--- src/rtl/stop_and_wait_arq_csma_mac_defines.svh ---
// Assertion macros shared by the link controller RTL.
`ifndef STOP_AND_WAIT_ARQ_CSMA_MAC_DEFINES_SVH
`define STOP_AND_WAIT_ARQ_CSMA_MAC_DEFINES_SVH

// Checks that the consequent holds in the same cycle as the antecedent.
`define SMAC_ASSERT_NOW(label, ante, cons) \
    label: assert property (@(posedge clk) disable iff (!rst_n) (ante) |-> (cons)) \
        else $error("smac check failed");

// Checks that the consequent holds in the cycle after the antecedent.
`define SMAC_ASSERT_NEXT(label, ante, cons) \
    label: assert property (@(posedge clk) disable iff (!rst_n) (ante) |=> (cons)) \
        else $error("smac check failed");

`endif

--- src/rtl/smac_pkg.sv ---
// Shared types and constants of the link controller.
package smac_pkg;

    // Event classes produced by the front end.
    typedef enum logic [2:0] {
        EV_TICK,
        EV_HOST,
        EV_RX_MSG,
        EV_RX_ACK,
        EV_RX_OTHER,
        EV_SCAN_FREE,
        EV_SCAN_BUSY,
        EV_SCAN_ERR
    } ev_t;

    typedef struct packed {
        ev_t        ev;
        logic [6:0] len;
    } item_t;

    typedef enum logic [2:0] {
        ACT_NONE,
        ACT_START_RX,
        ACT_REQ_SCAN,
        ACT_SEND_MSG,
        ACT_SEND_ACK,
        ACT_DELIVER,
        ACT_GAVE_UP
    } act_t;

    typedef enum logic [1:0] {
        STG_IDLE,
        STG_SEND_MSG,
        STG_SEND_ACK
    } stage_t;

    typedef enum logic {
        BK_RUN,
        BK_DIV
    } bstate_t;

    // Raw input codes.
    localparam logic [1:0] REQ_TICK = 2'd0;
    localparam logic [1:0] REQ_HOST = 2'd1;
    localparam logic [1:0] REQ_RX   = 2'd2;
    localparam logic [1:0] RX_MSG   = 2'd0;
    localparam logic [1:0] RX_ACK   = 2'd1;
    localparam logic [1:0] SCAN_FREE = 2'd0;
    localparam logic [1:0] SCAN_BUSY = 2'd1;

    // Configuration register indexes.
    localparam logic [2:0] CFG_ACK_TIMEOUT = 3'd0;
    localparam logic [2:0] CFG_RETRY_LIMIT = 3'd1;
    localparam logic [2:0] CFG_BACKOFF_MIN = 3'd2;
    localparam logic [2:0] CFG_BACKOFF_MAX = 3'd3;
    localparam logic [2:0] CFG_RNG_SEED    = 3'd4;

    // Register reset values.
    localparam logic [15:0] ACK_TIMEOUT_RST = 16'd50;
    localparam logic [3:0]  RETRY_LIMIT_RST = 4'd2;
    localparam logic [7:0]  BACKOFF_MIN_RST = 8'd2;
    localparam logic [7:0]  BACKOFF_MAX_RST = 8'd10;
    localparam logic [31:0] RNG_SEED_RST    = 32'd1;

    localparam logic [31:0] LFSR_TAPS = 32'h8020_0003;

    // Serial remainder unit: quotient bits retired per cycle.
    localparam int DIV_STEPS  = 4;
    localparam int DIV_CYCLES = 32 / DIV_STEPS;

    localparam int QUEUE_DEPTH = 2;

endpackage

--- src/rtl/smac_fifo.sv ---
// Small first-in first-out queue of event items.
module smac_fifo #(
    parameter int WIDTH = 10,
    parameter int DEPTH = 2
) (
    input  logic             clk,
    input  logic             rst_n,
    input  logic             wr_en,
    input  logic [WIDTH-1:0] wr_data,
    output logic             full,
    input  logic             rd_en,
    output logic [WIDTH-1:0] rd_data,
    output logic             empty
);
    localparam int PTR_W = $clog2(DEPTH);
    localparam int CNT_W = $clog2(DEPTH + 1);
    localparam logic [PTR_W-1:0] PTR_LAST = PTR_W'(DEPTH - 1);
    localparam logic [CNT_W-1:0] CNT_FULL = CNT_W'(DEPTH);

    logic [WIDTH-1:0] mem [DEPTH];
    logic [PTR_W-1:0] wr_ptr_reg, wr_ptr_next;
    logic [PTR_W-1:0] rd_ptr_reg, rd_ptr_next;
    logic [CNT_W-1:0] count_reg, count_next;
    logic             do_wr, do_rd;

    assign full    = (count_reg == CNT_FULL);
    assign empty   = (count_reg == '0);
    assign do_wr   = wr_en && !full;
    assign do_rd   = rd_en && !empty;
    assign rd_data = mem[rd_ptr_reg];

    always_comb
    begin
        wr_ptr_next = wr_ptr_reg;
        rd_ptr_next = rd_ptr_reg;
        count_next  = count_reg;
        if (do_wr)
        begin
            wr_ptr_next = (wr_ptr_reg == PTR_LAST) ? '0 : wr_ptr_reg + 1'b1;
        end
        if (do_rd)
        begin
            rd_ptr_next = (rd_ptr_reg == PTR_LAST) ? '0 : rd_ptr_reg + 1'b1;
        end
        if (do_wr && !do_rd)
        begin
            count_next = count_reg + 1'b1;
        end
        else if (do_rd && !do_wr)
        begin
            count_next = count_reg - 1'b1;
        end
    end

    always_ff @(posedge clk or negedge rst_n)
    begin
        if (!rst_n)
        begin
            wr_ptr_reg <= '0;
            rd_ptr_reg <= '0;
            count_reg  <= '0;
        end
        else
        begin
            wr_ptr_reg <= wr_ptr_next;
            rd_ptr_reg <= rd_ptr_next;
            count_reg  <= count_next;
        end
    end

    always_ff @(posedge clk)
    begin
        if (do_wr)
        begin
            mem[wr_ptr_reg] <= wr_data;
        end
    end

endmodule

--- src/rtl/smac_front.sv ---
// Front end: classifies raw events and queues them for the back end.
module smac_front #(
    parameter int MAX_PAYLOAD = 64
) (
    input  logic           clk,
    input  logic           rst_n,
    input  logic           push,
    output logic           full,
    input  logic [1:0]     req_type,
    input  logic [1:0]     rx_kind,
    input  logic [1:0]     scan_status,
    input  logic [6:0]     host_length,
    input  logic           q_pop,
    output smac_pkg::item_t q_item,
    output logic           q_empty
);
    import smac_pkg::*;

    localparam logic [7:0] MAX_LEN = 8'(MAX_PAYLOAD);

    item_t cls_item;

    always_comb
    begin
        cls_item.len = host_length;
        if ({1'b0, host_length} > MAX_LEN)
        begin
            cls_item.len = MAX_LEN[6:0];
        end
        unique case (req_type)
            REQ_TICK: cls_item.ev = EV_TICK;
            REQ_HOST: cls_item.ev = EV_HOST;
            REQ_RX:
            begin
                if (rx_kind == RX_MSG)
                begin
                    cls_item.ev = EV_RX_MSG;
                end
                else if (rx_kind == RX_ACK)
                begin
                    cls_item.ev = EV_RX_ACK;
                end
                else
                begin
                    cls_item.ev = EV_RX_OTHER;
                end
            end
            default:
            begin
                if (scan_status == SCAN_FREE)
                begin
                    cls_item.ev = EV_SCAN_FREE;
                end
                else if (scan_status == SCAN_BUSY)
                begin
                    cls_item.ev = EV_SCAN_BUSY;
                end
                else
                begin
                    cls_item.ev = EV_SCAN_ERR;
                end
            end
        endcase
    end

    smac_fifo #(
        .WIDTH ($bits(item_t)),
        .DEPTH (QUEUE_DEPTH)
    ) u_queue (
        .clk     (clk),
        .rst_n   (rst_n),
        .wr_en   (push),
        .wr_data (cls_item),
        .full    (full),
        .rd_en   (q_pop),
        .rd_data (q_item),
        .empty   (q_empty)
    );

endmodule

--- src/rtl/smac_back.sv ---
// Back end: protocol state, timers, backoff draw and the result register.
`include "stop_and_wait_arq_csma_mac_defines.svh"
module smac_back #(
    parameter int TIMER_BITS = 16
) (
    input  logic            clk,
    input  logic            rst_n,
    input  smac_pkg::item_t q_item,
    input  logic            q_empty,
    output logic            q_pop,
    input  logic            cfg_valid,
    output logic            cfg_ready,
    input  logic [2:0]      cfg_index,
    input  logic [31:0]     cfg_data,
    output logic            empty,
    input  logic            pop,
    output logic [2:0]      action,
    output logic [6:0]      message_length,
    output logic [3:0]      retry_count,
    output logic            awaiting_ack
);
    import smac_pkg::*;

    localparam logic [TIMER_BITS-1:0] TIMER_MAX = '1;
    localparam int CMP_W = (TIMER_BITS > 16) ? TIMER_BITS : 16;
    localparam int DCNT_W = $clog2(DIV_CYCLES);
    localparam logic [DCNT_W-1:0] DCNT_LAST = DCNT_W'(DIV_CYCLES - 1);

    // Configuration.
    logic [15:0] ack_to_reg;
    logic [3:0]  retry_lim_reg;
    logic [7:0]  bo_min_reg, bo_max_reg;

    // Protocol state.
    stage_t                stage_reg, stage_next;
    logic                  waiting_reg, waiting_next;
    logic                  listening_reg, listening_next;
    logic [3:0]            retries_reg, retries_next;
    logic [TIMER_BITS-1:0] ack_el_reg, ack_el_next;
    logic [TIMER_BITS-1:0] csma_el_reg, csma_el_next;
    logic [7:0]            backoff_reg, backoff_next;
    logic                  scan_pend_reg, scan_pend_next;
    logic [6:0]            held_reg, held_next;
    logic [31:0]           lfsr_reg, lfsr_next;

    // Sequencer and remainder unit.
    bstate_t           bstate_reg, bstate_next;
    logic [DCNT_W-1:0] div_cnt_reg;
    logic [31:0]       div_num_reg, div_num_next;
    logic [7:0]        div_rem_reg, div_rem_next;

    // Result register.
    logic       res_valid_reg;
    act_t       act_reg;
    logic [6:0] mlen_reg;
    logic [3:0] retry_reg;
    logic       await_reg;

    logic                  go, div_done, start_div, cfg_we;
    act_t                  act;
    logic [6:0]            mlen;
    logic [TIMER_BITS-1:0] ack_tick, csma_tick;
    logic                  expired, scan_ok_tick, scan_ok_now;
    logic [31:0]           lfsr_step;
    logic [7:0]            lo, hi;
    logic [8:0]            span;

    assign cfg_ready = 1'b1;
    assign cfg_we    = cfg_valid;

    assign ack_tick  = (ack_el_reg == TIMER_MAX) ? ack_el_reg : ack_el_reg + 1'b1;
    assign csma_tick = (csma_el_reg == TIMER_MAX) ? csma_el_reg : csma_el_reg + 1'b1;
    assign expired   = waiting_reg &&
                       ((CMP_W'(ack_tick) > CMP_W'(ack_to_reg)) || (ack_tick == TIMER_MAX));
    assign scan_ok_tick = !scan_pend_reg && (csma_tick >= TIMER_BITS'(backoff_reg));
    assign scan_ok_now  = !scan_pend_reg && (csma_el_reg >= TIMER_BITS'(backoff_reg));

    assign lfsr_step = lfsr_reg[0] ? ((lfsr_reg >> 1) ^ LFSR_TAPS) : (lfsr_reg >> 1);

    assign lo   = (bo_min_reg > bo_max_reg) ? bo_max_reg : bo_min_reg;
    assign hi   = (bo_min_reg > bo_max_reg) ? bo_min_reg : bo_max_reg;
    assign span = {1'b0, hi} - {1'b0, lo} + 9'd1;

    // Sequencer next state.
    always_comb
    begin
        bstate_next = bstate_reg;
        unique case (bstate_reg)
            BK_RUN:
            begin
                if (go && start_div)
                begin
                    bstate_next = BK_DIV;
                end
            end
            BK_DIV:
            begin
                if (div_done)
                begin
                    bstate_next = BK_RUN;
                end
            end
            default: bstate_next = BK_RUN;
        endcase
    end

    // Sequencer outputs.
    always_comb
    begin
        go       = 1'b0;
        div_done = 1'b0;
        unique case (bstate_reg)
            BK_RUN:  go = !q_empty && (!res_valid_reg || pop);
            BK_DIV:  div_done = (div_cnt_reg == DCNT_LAST);
            default: go = 1'b0;
        endcase
    end

    assign q_pop = go;

    // Event execution.
    always_comb
    begin
        stage_next     = stage_reg;
        waiting_next   = waiting_reg;
        listening_next = listening_reg;
        retries_next   = retries_reg;
        ack_el_next    = ack_el_reg;
        csma_el_next   = csma_el_reg;
        scan_pend_next = scan_pend_reg;
        held_next      = held_reg;
        act            = ACT_NONE;
        mlen           = '0;
        start_div      = 1'b0;
        unique case (q_item.ev)
            EV_TICK:
            begin
                ack_el_next  = ack_tick;
                csma_el_next = csma_tick;
                if (stage_reg == STG_IDLE)
                begin
                    if (expired)
                    begin
                        if (retries_reg < retry_lim_reg)
                        begin
                            retries_next = retries_reg + 1'b1;
                            stage_next   = STG_SEND_MSG;
                            if (scan_ok_tick)
                            begin
                                scan_pend_next = 1'b1;
                                act            = ACT_REQ_SCAN;
                            end
                        end
                        else
                        begin
                            waiting_next = 1'b0;
                            retries_next = '0;
                            act          = ACT_GAVE_UP;
                        end
                    end
                    else if (!listening_reg)
                    begin
                        listening_next = 1'b1;
                        act            = ACT_START_RX;
                    end
                end
                else if (scan_ok_tick)
                begin
                    scan_pend_next = 1'b1;
                    act            = ACT_REQ_SCAN;
                end
            end
            EV_HOST:
            begin
                if (stage_reg == STG_IDLE && !waiting_reg)
                begin
                    held_next = q_item.len;
                    if (q_item.len != '0)
                    begin
                        stage_next = STG_SEND_MSG;
                        if (scan_ok_now)
                        begin
                            scan_pend_next = 1'b1;
                            act            = ACT_REQ_SCAN;
                        end
                    end
                    else if (!listening_reg)
                    begin
                        listening_next = 1'b1;
                        act            = ACT_START_RX;
                    end
                end
            end
            EV_RX_MSG:
            begin
                if (stage_reg == STG_IDLE)
                begin
                    stage_next = STG_SEND_ACK;
                    act        = ACT_DELIVER;
                end
            end
            EV_RX_ACK:
            begin
                if (stage_reg == STG_IDLE)
                begin
                    waiting_next = 1'b0;
                    retries_next = '0;
                    ack_el_next  = '0;
                end
            end
            EV_RX_OTHER: act = ACT_NONE;
            EV_SCAN_FREE:
            begin
                if (scan_pend_reg && stage_reg != STG_IDLE)
                begin
                    scan_pend_next = 1'b0;
                    csma_el_next   = '0;
                    listening_next = 1'b0;
                    stage_next     = STG_IDLE;
                    if (stage_reg == STG_SEND_MSG)
                    begin
                        act          = ACT_SEND_MSG;
                        mlen         = held_reg;
                        waiting_next = 1'b1;
                        ack_el_next  = '0;
                    end
                    else
                    begin
                        act = ACT_SEND_ACK;
                    end
                end
            end
            EV_SCAN_BUSY:
            begin
                if (scan_pend_reg && stage_reg != STG_IDLE)
                begin
                    scan_pend_next = 1'b0;
                    csma_el_next   = '0;
                    start_div      = 1'b1;
                end
            end
            EV_SCAN_ERR:
            begin
                if (scan_pend_reg && stage_reg != STG_IDLE)
                begin
                    scan_pend_next = 1'b0;
                end
            end
            default: act = ACT_NONE;
        endcase
    end

    // Random generator; a seed write reloads it.
    always_comb
    begin
        lfsr_next = lfsr_reg;
        if (cfg_we && cfg_index == CFG_RNG_SEED)
        begin
            lfsr_next = (cfg_data == '0) ? 32'd1 : cfg_data;
        end
        else if (go && start_div)
        begin
            lfsr_next = (lfsr_step == '0) ? 32'd1 : lfsr_step;
        end
    end

    // Restoring remainder, a few dividend bits per cycle, MSB first.
    always_comb
    begin
        logic [31:0] num;
        logic [7:0]  rem;
        logic [8:0]  trial;
        num = div_num_reg;
        rem = div_rem_reg;
        for (int i = 0; i < DIV_STEPS; i++)
        begin
            trial = {rem, num[31]};
            num   = num << 1;
            if (trial >= span)
            begin
                trial = trial - span;
            end
            rem = trial[7:0];
        end
        div_num_next = num;
        div_rem_next = rem;
    end

    assign backoff_next = lo + div_rem_next;

    always_ff @(posedge clk or negedge rst_n)
    begin
        if (!rst_n)
        begin
            ack_to_reg    <= ACK_TIMEOUT_RST;
            retry_lim_reg <= RETRY_LIMIT_RST;
            bo_min_reg    <= BACKOFF_MIN_RST;
            bo_max_reg    <= BACKOFF_MAX_RST;
            stage_reg     <= STG_IDLE;
            waiting_reg   <= 1'b0;
            listening_reg <= 1'b0;
            retries_reg   <= '0;
            ack_el_reg    <= '0;
            csma_el_reg   <= '0;
            backoff_reg   <= '0;
            scan_pend_reg <= 1'b0;
            held_reg      <= '0;
            lfsr_reg      <= RNG_SEED_RST;
            bstate_reg    <= BK_RUN;
            div_cnt_reg   <= '0;
            res_valid_reg <= 1'b0;
        end
        else
        begin
            bstate_reg <= bstate_next;
            lfsr_reg   <= lfsr_next;
            if (cfg_we)
            begin
                unique case (cfg_index)
                    CFG_ACK_TIMEOUT: ack_to_reg    <= cfg_data[15:0];
                    CFG_RETRY_LIMIT: retry_lim_reg <= cfg_data[3:0];
                    CFG_BACKOFF_MIN: bo_min_reg    <= cfg_data[7:0];
                    CFG_BACKOFF_MAX: bo_max_reg    <= cfg_data[7:0];
                    default:         ack_to_reg    <= ack_to_reg;
                endcase
            end
            if (go)
            begin
                stage_reg     <= stage_next;
                waiting_reg   <= waiting_next;
                listening_reg <= listening_next;
                retries_reg   <= retries_next;
                ack_el_reg    <= ack_el_next;
                csma_el_reg   <= csma_el_next;
                scan_pend_reg <= scan_pend_next;
                held_reg      <= held_next;
                div_cnt_reg   <= '0;
                res_valid_reg <= !start_div;
            end
            else if (div_done)
            begin
                backoff_reg   <= backoff_next;
                res_valid_reg <= 1'b1;
            end
            else
            begin
                if (bstate_reg == BK_DIV)
                begin
                    div_cnt_reg <= div_cnt_reg + 1'b1;
                end
                if (pop)
                begin
                    res_valid_reg <= 1'b0;
                end
            end
        end
    end

    always_ff @(posedge clk)
    begin
        if (go)
        begin
            act_reg     <= act;
            mlen_reg    <= mlen;
            retry_reg   <= retries_next;
            await_reg   <= waiting_next;
            div_num_reg <= lfsr_step;
            div_rem_reg <= '0;
        end
        else if (bstate_reg == BK_DIV)
        begin
            div_num_reg <= div_num_next;
            div_rem_reg <= div_rem_next;
        end
    end

    assign empty          = !res_valid_reg;
    assign action         = act_reg;
    assign message_length = mlen_reg;
    assign retry_count    = retry_reg;
    assign awaiting_ack   = await_reg;

    `SMAC_ASSERT_NOW(a_no_pop_while_div, bstate_reg == BK_DIV, !q_pop && !res_valid_reg)
    `SMAC_ASSERT_NOW(a_lfsr_nonzero, 1'b1, lfsr_reg != '0)
    `SMAC_ASSERT_NOW(a_scan_only_sending, scan_pend_reg, stage_reg != STG_IDLE)
    `SMAC_ASSERT_NEXT(a_div_ends_valid, div_done, res_valid_reg && bstate_reg == BK_RUN)

endmodule

--- src/rtl/stop_and_wait_arq_csma_mac.sv ---
// Top level of the stop-and-wait link controller with listen-before-talk.
// A result is registered when the back end takes its event from the queue; a busy scan
// that draws a new backoff first runs the serial remainder unit (four bits per cycle).
// Throughput: one event per cycle while results are popped; none during a backoff draw.
// Reset: asynchronous, active low; state registers return to defaults, no clearing pass.
module stop_and_wait_arq_csma_mac #(
    parameter int MAX_PAYLOAD = 64,
    parameter int TIMER_BITS  = 16
) (
    input  logic        clk,
    input  logic        rst_n,
    // Event input queue side.
    input  logic        push,
    output logic        full,
    input  logic [1:0]  req_type,
    input  logic [1:0]  rx_kind,
    input  logic [1:0]  scan_status,
    input  logic [6:0]  host_length,
    // Result queue side.
    output logic        empty,
    input  logic        pop,
    output logic [2:0]  action,
    output logic [6:0]  message_length,
    output logic [3:0]  retry_count,
    output logic        awaiting_ack,
    // Configuration write channel.
    input  logic        cfg_valid,
    output logic        cfg_ready,
    input  logic [2:0]  cfg_index,
    input  logic [31:0] cfg_data
);
    import smac_pkg::*;

    // The front end classifies each event transfer and parks it in a short queue, so that
    // new events are still taken while the back end draws a backoff or while a finished
    // result waits to be popped.
    item_t q_item;
    logic  q_empty;
    logic  q_pop;

    smac_front #(
        .MAX_PAYLOAD (MAX_PAYLOAD)
    ) u_front (
        .clk         (clk),
        .rst_n       (rst_n),
        .push        (push),
        .full        (full),
        .req_type    (req_type),
        .rx_kind     (rx_kind),
        .scan_status (scan_status),
        .host_length (host_length),
        .q_pop       (q_pop),
        .q_item      (q_item),
        .q_empty     (q_empty)
    );

    // The back end owns the sender and acker state, the timers and the random
    // generator. Each queued event yields exactly one result transfer.
    smac_back #(
        .TIMER_BITS (TIMER_BITS)
    ) u_back (
        .clk            (clk),
        .rst_n          (rst_n),
        .q_item         (q_item),
        .q_empty        (q_empty),
        .q_pop          (q_pop),
        .cfg_valid      (cfg_valid),
        .cfg_ready      (cfg_ready),
        .cfg_index      (cfg_index),
        .cfg_data       (cfg_data),
        .empty          (empty),
        .pop            (pop),
        .action         (action),
        .message_length (message_length),
        .retry_count    (retry_count),
        .awaiting_ack   (awaiting_ack)
    );

endmodule

--- config.mk ---
export PLATFORM = sky130hd
export DESIGN_NAME = stop_and_wait_arq_csma_mac
export DESIGN_NICKNAME = d
export VERILOG_FILES = /design/src/rtl/smac_pkg.sv /design/src/rtl/smac_fifo.sv /design/src/rtl/smac_front.sv /design/src/rtl/smac_back.sv /design/src/rtl/stop_and_wait_arq_csma_mac.sv
export VERILOG_INCLUDE_DIRS = /design/src /design/src/rtl
export SDC_FILE = /design/constraint.sdc
export NUM_CORES = 1
export LEC_CHECK = 0
export BUFFER_PORTS_ARGS = -buffer_cell sky130_fd_sc_hd__buf_4
export CORE_UTILIZATION = 40
export DETAILED_ROUTE_END_ITERATION = 6
export GPL_TIMING_DRIVEN = 0
export RECOVER_POWER = 50
export SKIP_LAST_GASP = 1
export SLEW_MARGIN = 20
export SYNTH_ARGS = -nofsm -noshare
export SYNTH_HDL_FRONTEND = slang
export SYNTH_HIERARCHICAL = 1
export SYNTH_SLANG_ARGS = --single-unit
--- constraint.sdc ---
create_clock -name clk -period 14.4 [get_ports clk]
set_clock_uncertainty 0.1 [all_clocks]
set_input_delay 2.16 -clock clk [delete_from_list [all_inputs] [get_ports clk]]
set_output_delay 2.16 -clock clk [all_outputs]
set_load 0.01 [all_outputs]
# Word-level counts from Yosys, hierarchy flattened

Memory sizes are Yosys's and may differ from the RTL's.
Index checks and enable logic that the tools add are counted.

$add $sub $neg: 15
Order comparisons: 10
Equal/unequal tests: 37
Multiplexer cells: 92
Bitwise gates (word level): 3
Reductions and logical operators: 57

Operators by type and width:

| cell                                          | count |
|---|---|
| two-way mux 32 bit                            | 7 |
| two-way mux 16 bit                            | 6 |
| logical NOT 32 bit                            | 2 |
| == test 16 bit, second input constant         | 3 |
| two-way mux 8 bit                             | 6 |
| one-hot mux 16 bit (3 select lines)           | 1 |
| two-way mux 3 bit                             | 13 |
| >= comparator 9 bit                           | 4 |
| two-way mux 1 bit                             | 33 |
| adder 16 x 1 -> 16 bit, second input constant | 2 |
| >= comparator 16 x 8 -> 1 bit                 | 2 |
| one-hot mux 16 bit (2 select lines)           | 1 |
| subtractor 8 bit                              | 4 |
| != test 2 x 1 -> 1 bit, second input constant | 13 |
| two-way mux 2 bit                             | 12 |
| greater-than comparator 16 bit                | 1 |
| two-way mux 4 bit                             | 4 |
| == test 3 bit, second input constant          | 5 |
| == test 3 x 2 -> 1 bit, second input constant | 4 |
| logical AND 1 bit                             | 12 |
| one-hot mux 3 bit (4 select lines)            | 1 |
| AND reduction 2 bit                           | 6 |
| nonzero test 3 bit                            | 4 |
| logical NOT 2 bit                             | 5 |
| 38 further kinds                              | 63 |

Register bits after elaboration: 188
Bits in writable memories: 20
Word-level logic and storage cells: 241
Memories: 1

Memories:

| memory              | depth | width | read ports | clocked after memory_dff | write ports | RTL line        | RTL |
|---|---|---|---|---|---|---|---|
| u_front.u_queue.mem | 2     | 10    | 1          | 0                        | 1           | smac_fifo.sv:20 | `logic [WIDTH-1:0] mem [DEPTH];` |

# Logic depth before layout (Yosys ltp)

Gate-level depths: netlist (run 1).

Word-level depth: 13
Gate-level depth with buffers: 71

# Modules after synthesis

The synthesis (run 1) kept the hierarchy.

Modules (own cells, without submodules):

| module     | times used | cells each | area each (sq um) | sequential area each (sq um) |
|---|---|---|---|---|
| smac_back  | 1          | 1,390      | 12,324.3          | 4,809.6 |
| smac_fifo  | 1          | 50         | 919.6             | 700.7 |
| smac_front | 1          | 14         | 91.3              | 0.0 |

# Least setup slack after synthesis (run 1)

OpenSTA, ideal clock, no wires.

Path kind: register to register
From: register u_back.bo_max_reg[1]
To: register u_back.backoff_reg[7]
Setup time: 95 ps
Arrival time: 13,463 ps
Data required time: 14,205 ps
Setup slack: 742 ps
Stages on the path, launching flop included: 70
Buffers on the path: 3
Clock period less this slack: 13,658 ps
Cell sequence: dfstp_2 inv_1 ha_1 inv_1 o21bai_1 a21o_1 a21oi_1 o21ai_0 o21a_1 clkbuf_1 nand3b_1 o21ai_0 ha_1 inv_1 fa_1 xor2_1 ha_1 o21a_1 [... 34 more ...] nand2_1 a21o_1 a21o_1 o21bai_1 a31oi_1 inv_1 nor3_1 nor2_1 ha_1 a21o_1 a21o_1 a21o_1 a21oi_1 o21bai_1 a21oi_1 xor2_1 and3_1 o31ai_1

Cells in the longest elaborated chain, start to end: 13

Ends and longest elaborated chain:

| what                                                           | RTL line                           | RTL |
|---|---|---|
| from (decl)                                                    | smac_back.sv:32                    | `logic [7:0] bo_min_reg, bo_max_reg;` |
| from (signal assigned)                                         | smac_back.sv:323                   | `CFG_BACKOFF_MAX: bo_max_reg <= cfg_data[7:0];` |
| greater-than comparator 8 bit                                  | smac_back.sv:80, smac_back.sv:81   |  |
| two-way mux 8 bit (on tied branches)                           | smac_back.sv:81, smac_back.sv:80   |  |
| subtractor 8 x 8 -> 9 bit (*)                                  | smac_back.sv:82                    | `assign span = {1'b0, hi} - {1'b0, lo} + 9'd1;` |
| adder 9 x 1 -> 9 bit (*)                                       | smac_back.sv:82                    |  |
| subtractor 8 bit / >= comparator 9 bit (equally long branches) | smac_back.sv:281, smac_back.sv:279 |  |
| two-way mux 8 bit                                              | smac_back.sv:279                   | `if (trial >= span)` |
| subtractor 8 bit / >= comparator 9 bit (equally long branches) | smac_back.sv:281, smac_back.sv:279 |  |
| two-way mux 8 bit                                              | smac_back.sv:279                   |  |
| subtractor 8 bit / >= comparator 9 bit (equally long branches) | smac_back.sv:281, smac_back.sv:279 |  |
| two-way mux 8 bit                                              | smac_back.sv:279                   |  |
| >= comparator 9 bit / subtractor 8 bit (equally long branches) | smac_back.sv:279, smac_back.sv:281 |  |
| two-way mux 8 bit (*)                                          | smac_back.sv:279                   |  |
| named net u_back.div_rem_next[1]                               | smac_back.sv:50                    | `logic [7:0] div_rem_reg, div_rem_next;` |
| adder 8 bit (*)                                                | smac_back.sv:289                   | `assign backoff_next = lo + div_rem_next;` |
| to (signal assigned)                                           | smac_back.sv:342                   | `backoff_reg <= backoff_next;` |
| to (decl)                                                      | smac_back.sv:41                    | `logic [7:0] backoff_reg, backoff_next;` |

The timed path passes the listed nets; every way through them passes the cells marked *.
A chain may end at the register's enable or synchronous reset.

# Final worst setup path (run 1)

Same ends and word-level chain as after synthesis.

==> reports/summary.txt, run 1 <==
fin cells: 2025
endpoints failing setup: 0
Hold Path Class: reg -> reg
port bufs: 69
fillcell total: 3178
Rows: 66
commonest non-fill, non-tap cells in the layout: nand2_1 (219), dfrtp_1 (125), o21ai_0 (118)
Primary FF master, synth: dfrtp_1
critical path's largest stage delay: 0.55 ns
Slew @ Worst Pin: 4.27 ns
Post-synth ARST share: 0.639
min Tclk post-route: 13.58 ns
# nets final: 1719
GPL Wtd Cong: 0.871
MaxCap Viol Count: 2
Total GRT Usage: 0.210
I/O pins: 71
Yosys reg bits: 208
Setup TNS: 0 ns
DIE WIDTH: 185 um
CP most frequent cell: ha_1
CP Launch Type: flop
Routed WL: 35.4 mm
Area Overhead vs Synth: 16.8%
clk root buf: clkbuf_16
largest net degree at the start of global routing: 79
Critical Path End Type: flop
Cell Area, Synth: 0.0133 sq mm
DIE AREA: 0.0341 sq mm
CTS max path bufs: 3
Pre-Repair DR Iteration Count: 6
Final Cycle Share: 0.943
htree depth: 1
EDFF count, synth: 67
CP max-delay cell: dfstp_2
Synth Net Count: 1607
Data required, critical path: 14.69 ns
Clock Pin Slew Worst Setup and Hold Paths: 0.06 ns
# placed instances: 1966
first-pass GRT wire length: 56.7 mm
DR WL/cell: 17.5 um
grt total ovfl: 0
sequential fraction of the synthesis area: 0.413
number of global-route vias before repair: 10800
Vias: 11200
HPWL Detailed: 26.3 mm
Syn Area/Cell: 9.17 sq um
count of cell types in the netlist: 81
Critical Path Fanout Max: 10
Die Ht: 185 um
post-route cell area: 0.0156 sq mm
1st-iter DRT viols: 644
Placed Area: 0.0144 sq mm
Final Slew Violations: 136
via-per-instance ratio: 5.51
layout cells sized above 1: 0.138
Sink Count: 208
FMAX: 0.0736 GHz
drt drc: 0
status: finished with violations
Clk Latency, worst-skew pair: 0.52 ns
antenna fix cells: 0
Mapped Cells: 1454
Yosys warning count: 6
post-route ant nets: 0
total CTS buffers: 25
Relative slew margins: -1.84
core outline area: 0.0327 sq mm
CTS tree: done
Initial Utilization: 0.408
initial antenna violation count: 0
commonest non-fill, non-tap cell in the layout: nand2_1
violated checks: max-capacitance violations, max-slew violations
Worst Path Arrival: 13.87 ns
Final Hold Fails: 0
Setup Crit Path Kind: reg -> reg
[path summary, 6_finish.rpt]
kind / cells past startpoint / to / start / slack, ns
setup / recovery: 65 / u_back/backoff_reg[7] / u_back/bo_max_reg[1] / 0.82
hold / removal: 2 / u_back/backoff_reg[4] / u_back/backoff_reg[4] / 0.39
setup reg to reg: 65 / u_back/backoff_reg[7] / u_back/bo_max_reg[1] / 0.82
hold reg to reg: 2 / u_back/backoff_reg[4] / u_back/backoff_reg[4] / 0.39
max in group asynchronous: 2 / u_back/lfsr_reg[30] / rst_n / 6.25
min in group asynchronous: 1 / u_back/div_cnt_reg[0] / rst_n / 2.64
[metal layers]
| metal | GRT usage | up-vias | wire length (um) |
|---|---|---|---|
| met3 | 0.0213 | 58 | 1530 |
| li1 | - | 5420 | - |
| met5 | 0 | - | 0 |
| met2 | 0.360 | 291 | 17000 |
| met4 | 0.0573 | 0 | 794 |
| met1 | 0.280 | 5388 | 16000 |
[worst max-delay path: cells and delay by family (launching register included)]
family / cells / cell delay, ns
compound gates: 36 / 6.30
simple gates: 15 / 2.95
fa+ha+maj: 7 / 2.23
flops: 1 / 0.55
buf+inv: 4 / 0.52
xor+xnor: 2 / 0.43
mux: 1 / 0.36
[cell families after synthesis]
family,Yosys count,synth area share
AOI/OAI and AO/OA,346,0.168
xor gates and xnor gates,65,0.0427
adders and majority gates,101,0.0980
buffers and inverters,153,0.0436
DFF,208,0.413
muxes,59,0.0490
other,1,0.000281
and+or+nand+nor,521,0.185
[layout make-up]
class,instances,area (sq um),area share
plain buffers,52,208,0.0133
inverters,99,372,0.0239
clock inverters,10,110,0.00707
repair buffers,87,632,0.0406
well taps,442,553,0.0355
multi-input cells,1093,7470,0.480
flip-flops and latches,208,5510,0.354
clock buffers,34,719,0.0462
[through the flow]
step                      hold WS [ns]  utilization  setup slack (ns)
after floorplan                  0.346            -             0.742
after global placement           0.368        0.441             -1.97
after detailed placement         0.376        0.442             -2.15
after CTS                        0.388        0.471            0.0259
after global routing             0.415        0.476            -0.134
final                            0.386        0.476             0.821
[synthesized netlist by cell type, types with 18 or more instances]
| cell | n | area [sq um] |
|---|---|---|
| nand2_1 | 218 | 818 |
| nor4_1 | 19 | 119 |
| edfxtp_1 | 67 | 2010 |
| nor2b_1 | 18 | 113 |
| o21ai_0 | 120 | 601 |
| ha_1 | 94 | 1180 |
| xor2_1 | 28 | 245 |
| o21a_1 | 22 | 165 |
| nand4_1 | 20 | 125 |
| xnor2_1 | 37 | 324 |
| a21oi_1 | 72 | 360 |
| dfrtp_1 | 125 | 3130 |
| and2_1 | 18 | 113 |
| nand3_1 | 30 | 150 |
| a21o_1 | 23 | 173 |
| clkbuf_1 | 49 | 184 |
| inv_1 | 99 | 372 |
| nor3_1 | 28 | 140 |
| mux2_2 | 40 | 450 |
| nor2_1 | 93 | 349 |
[what timing repair did]
item	4_1_cts	5_1_grt
endpoints found under the setup margin	15	7
hold buffers	0	0
cloned	0	1
pin swaps	5	7
buffers inserted	6	10
gates resized for setup	21	31
Power of run 1 is not shown: default switching activity piles up to over one toggle a cycle in this logic, so the estimate is an artifact.
==> run 2: changes to the inputs <==
Settings changed: CTS_BUF_LIST set to sky130_fd_sc_hd__clkbuf_4 sky130_fd_sc_hd__clkbuf_8, SETUP_SLACK_MARGIN set to 0.1.
==> reports/summary.txt, run 2 (synthesis gave the netlist of run 1 again) <==
Relative slew margins: -1.82 (+0.0261)
Total GRT Usage: 0.212 (+0.00208)
Clk Latency, worst-skew pair: 0.54 ns (+0.02 ns)
Final Cycle Share: 0.942 (about the same)
DIE WIDTH: 185 um (unchanged)
total CTS buffers: 38 (+52%)
GPL Wtd Cong: 0.871 (unchanged)
commonest non-fill, non-tap cells in the layout: nand2_1 (219), dfrtp_1 (125), o21ai_0 (115)
R2R cell count: 67 (+3.1%)
status: finished with violations
critical path's largest stage delay: 0.55 ns (about the same)
initial antenna violation count: 0 (unchanged)
multi-input logic area: 0.00748 sq mm (+0.17%)
Setup Crit Path Kind: reg -> reg
worst slack at placement: -2.15 ns (unchanged)
CP Launch Type: flop
Clock Pin Slew Worst Setup and Hold Paths: 0.06 ns (about the same)
number of global-route vias before repair: 10900 (+0.57%)
Pre-Repair DR Iteration Count: 5 (-1)
Sink Count: 208 (unchanged)
Worst Path Arrival: 13.88 ns (about the same)
first-pass GRT wire length: 56.9 mm (+0.49%)
CP most frequent cell: a21o_1
Setup TNS: 0 ns (unchanged)
DR WL/cell: 17.4 um (-0.51%)
Slew @ Worst Pin: 4.23 ns (-0.0391 ns)
Critical Path Fanout Max: 10 (unchanged)
violated checks: max-capacitance violations, max-slew violations
fin cells: 2052 (+1.3%)
FMAX: 0.0737 GHz (about the same)
clk root buf: clkbuf_8
Worst Hold End: u_back/backoff_reg[6]
Register Area: 0.00551 sq mm (unchanged)
min Tclk post-route: 13.57 ns (-0.0132 ns)
DIE AREA: 0.0341 sq mm (unchanged)
Initial Utilization: 0.408 (unchanged)
via-per-instance ratio: 5.47 (-0.77%)
drt drc: 0 (unchanged)
HPWL Detailed: 26.3 mm (unchanged)
CTS max path bufs: 3 (unchanged)
Area Overhead vs Synth: 16.5%
Worst R2R Start: u_back/bo_max_reg[1]
hold_sp: u_back/backoff_reg[6]
largest net degree at the start of global routing: 79 (unchanged)
fillcell total: 3192 (+0.44%)
RR Endpoint: u_back/backoff_reg[7]
htree depth: 2 (+1)
Die Ht: 185 um (unchanged)
antenna fix cells: 0 (unchanged)
# nets final: 1733 (+0.81%)
CP max-delay cell: dfstp_2
Vias: 11200 (+0.56%)
MaxCap Viol Count: 2 (unchanged)
# hold bufs at CTS: 0 (unchanged)
commonest non-fill, non-tap cell in the layout: nand2_1
grt total ovfl: 0 (unchanged)
1st-iter DRT viols: 763 (+18%)
Final Hold Fails: 0 (unchanged)
CTS tree: done
Routed WL: 35.7 mm (+0.82%)
core outline area: 0.0327 sq mm (unchanged)
I/O pins: 71 (unchanged)
layout cells sized above 1: 0.155 (+0.0169)
Critical Path End Type: flop
Hold Crit Depth: 2 (unchanged)
Hold Path Class: reg -> reg
post-route ant nets: 0 (unchanged)
Final Slew Violations: 136 (unchanged)
port bufs: 69 (unchanged)
endpoints failing setup: 0 (unchanged)
fin util: 0.475 (-0.00126)
Data required, critical path: 14.72 ns (+0.03 ns)
unrepaired setup endpoints after global routing: no
Rows: 66 (unchanged)
R2R setup slack: 0.83 ns (about the same)
worst setup margin: 0.834 ns (+0.0132 ns)
# placed instances: 1966 (unchanged)
-- run 2: cell types whose count changed in the layout (fill, tap and decap cells not counted), moves of 2 or more --
cell	previous run	this run
clkinv_2	3	5
clkbuf_1	55	52
clkbuf_16	25	0
o21ai_1	3	7
clkinvlp_4	1	3
clkbuf_8	6	40
clkbuf_4	8	24
o21ai_0	118	115
clkinv_1	2	5
-- run 2: per-layer routing --
metal,part of all wire,track usage
met1,0.45,0.279
met4,0.025,0.0717
met2,0.48,0.359
met5,0,0
met3,0.045,0.0263
-- run 2: layout make-up --
type,count,area share
timing repair buffer,87,0.0407
buffer,53,0.0139
multi-input combinational,1093,0.482
inverter,99,0.0239
clock buffer,55,0.0427
sequential,208,0.355
tap,442,0.0356
clock inverter,15,0.00677
-- run 2: critical path: cells and delay by family (launching register included) --
kind            cells  cell delay [ns]
fa+ha+maj           8             2.63
buf+inv             8             1.10
flops               1             0.55
xor+xnor            2             0.47
simple gates       13             2.25
compound gates     35             5.98
mux                 1             0.37
-- run 2: how the worst max path moves through the flow --
stage	start	to	slack, ns	cells past startpoint
2_1_floorplan	u_back/bo_max_reg[1]	u_back/backoff_reg[7]	0.74	69
3_3_place_gp	u_back/bo_max_reg[1]	u_back/backoff_reg[7]	-1.97	69
3_5_place_dp	u_back/bo_max_reg[1]	u_back/backoff_reg[7]	-2.15	69
4_1_cts	u_back/bo_max_reg[1]	u_back/backoff_reg[7]	0.12	69
5_1_grt	u_back/bo_max_reg[1]	u_back/backoff_reg[7]	0.05	69
6_report	u_back/bo_max_reg[1]	u_back/backoff_reg[7]	0.83	67
-- run 2: stage by stage --
step	cell area, sq um	hold WS, ns
final	15500	0.386
after floorplan	13300	0.346
after detailed placement	14400	0.376
after global placement	14400	0.368
after global routing	15500	0.415
after CTS	15400	0.389
-- run 2: what timing repair did --
action	CTS	global route
endpoints found under the setup margin	15	7
pin swaps	4	11
buffers inserted	6	10
resized for setup	28	34
gates cloned	0	1
Power of run 2 is left out for the same reason.
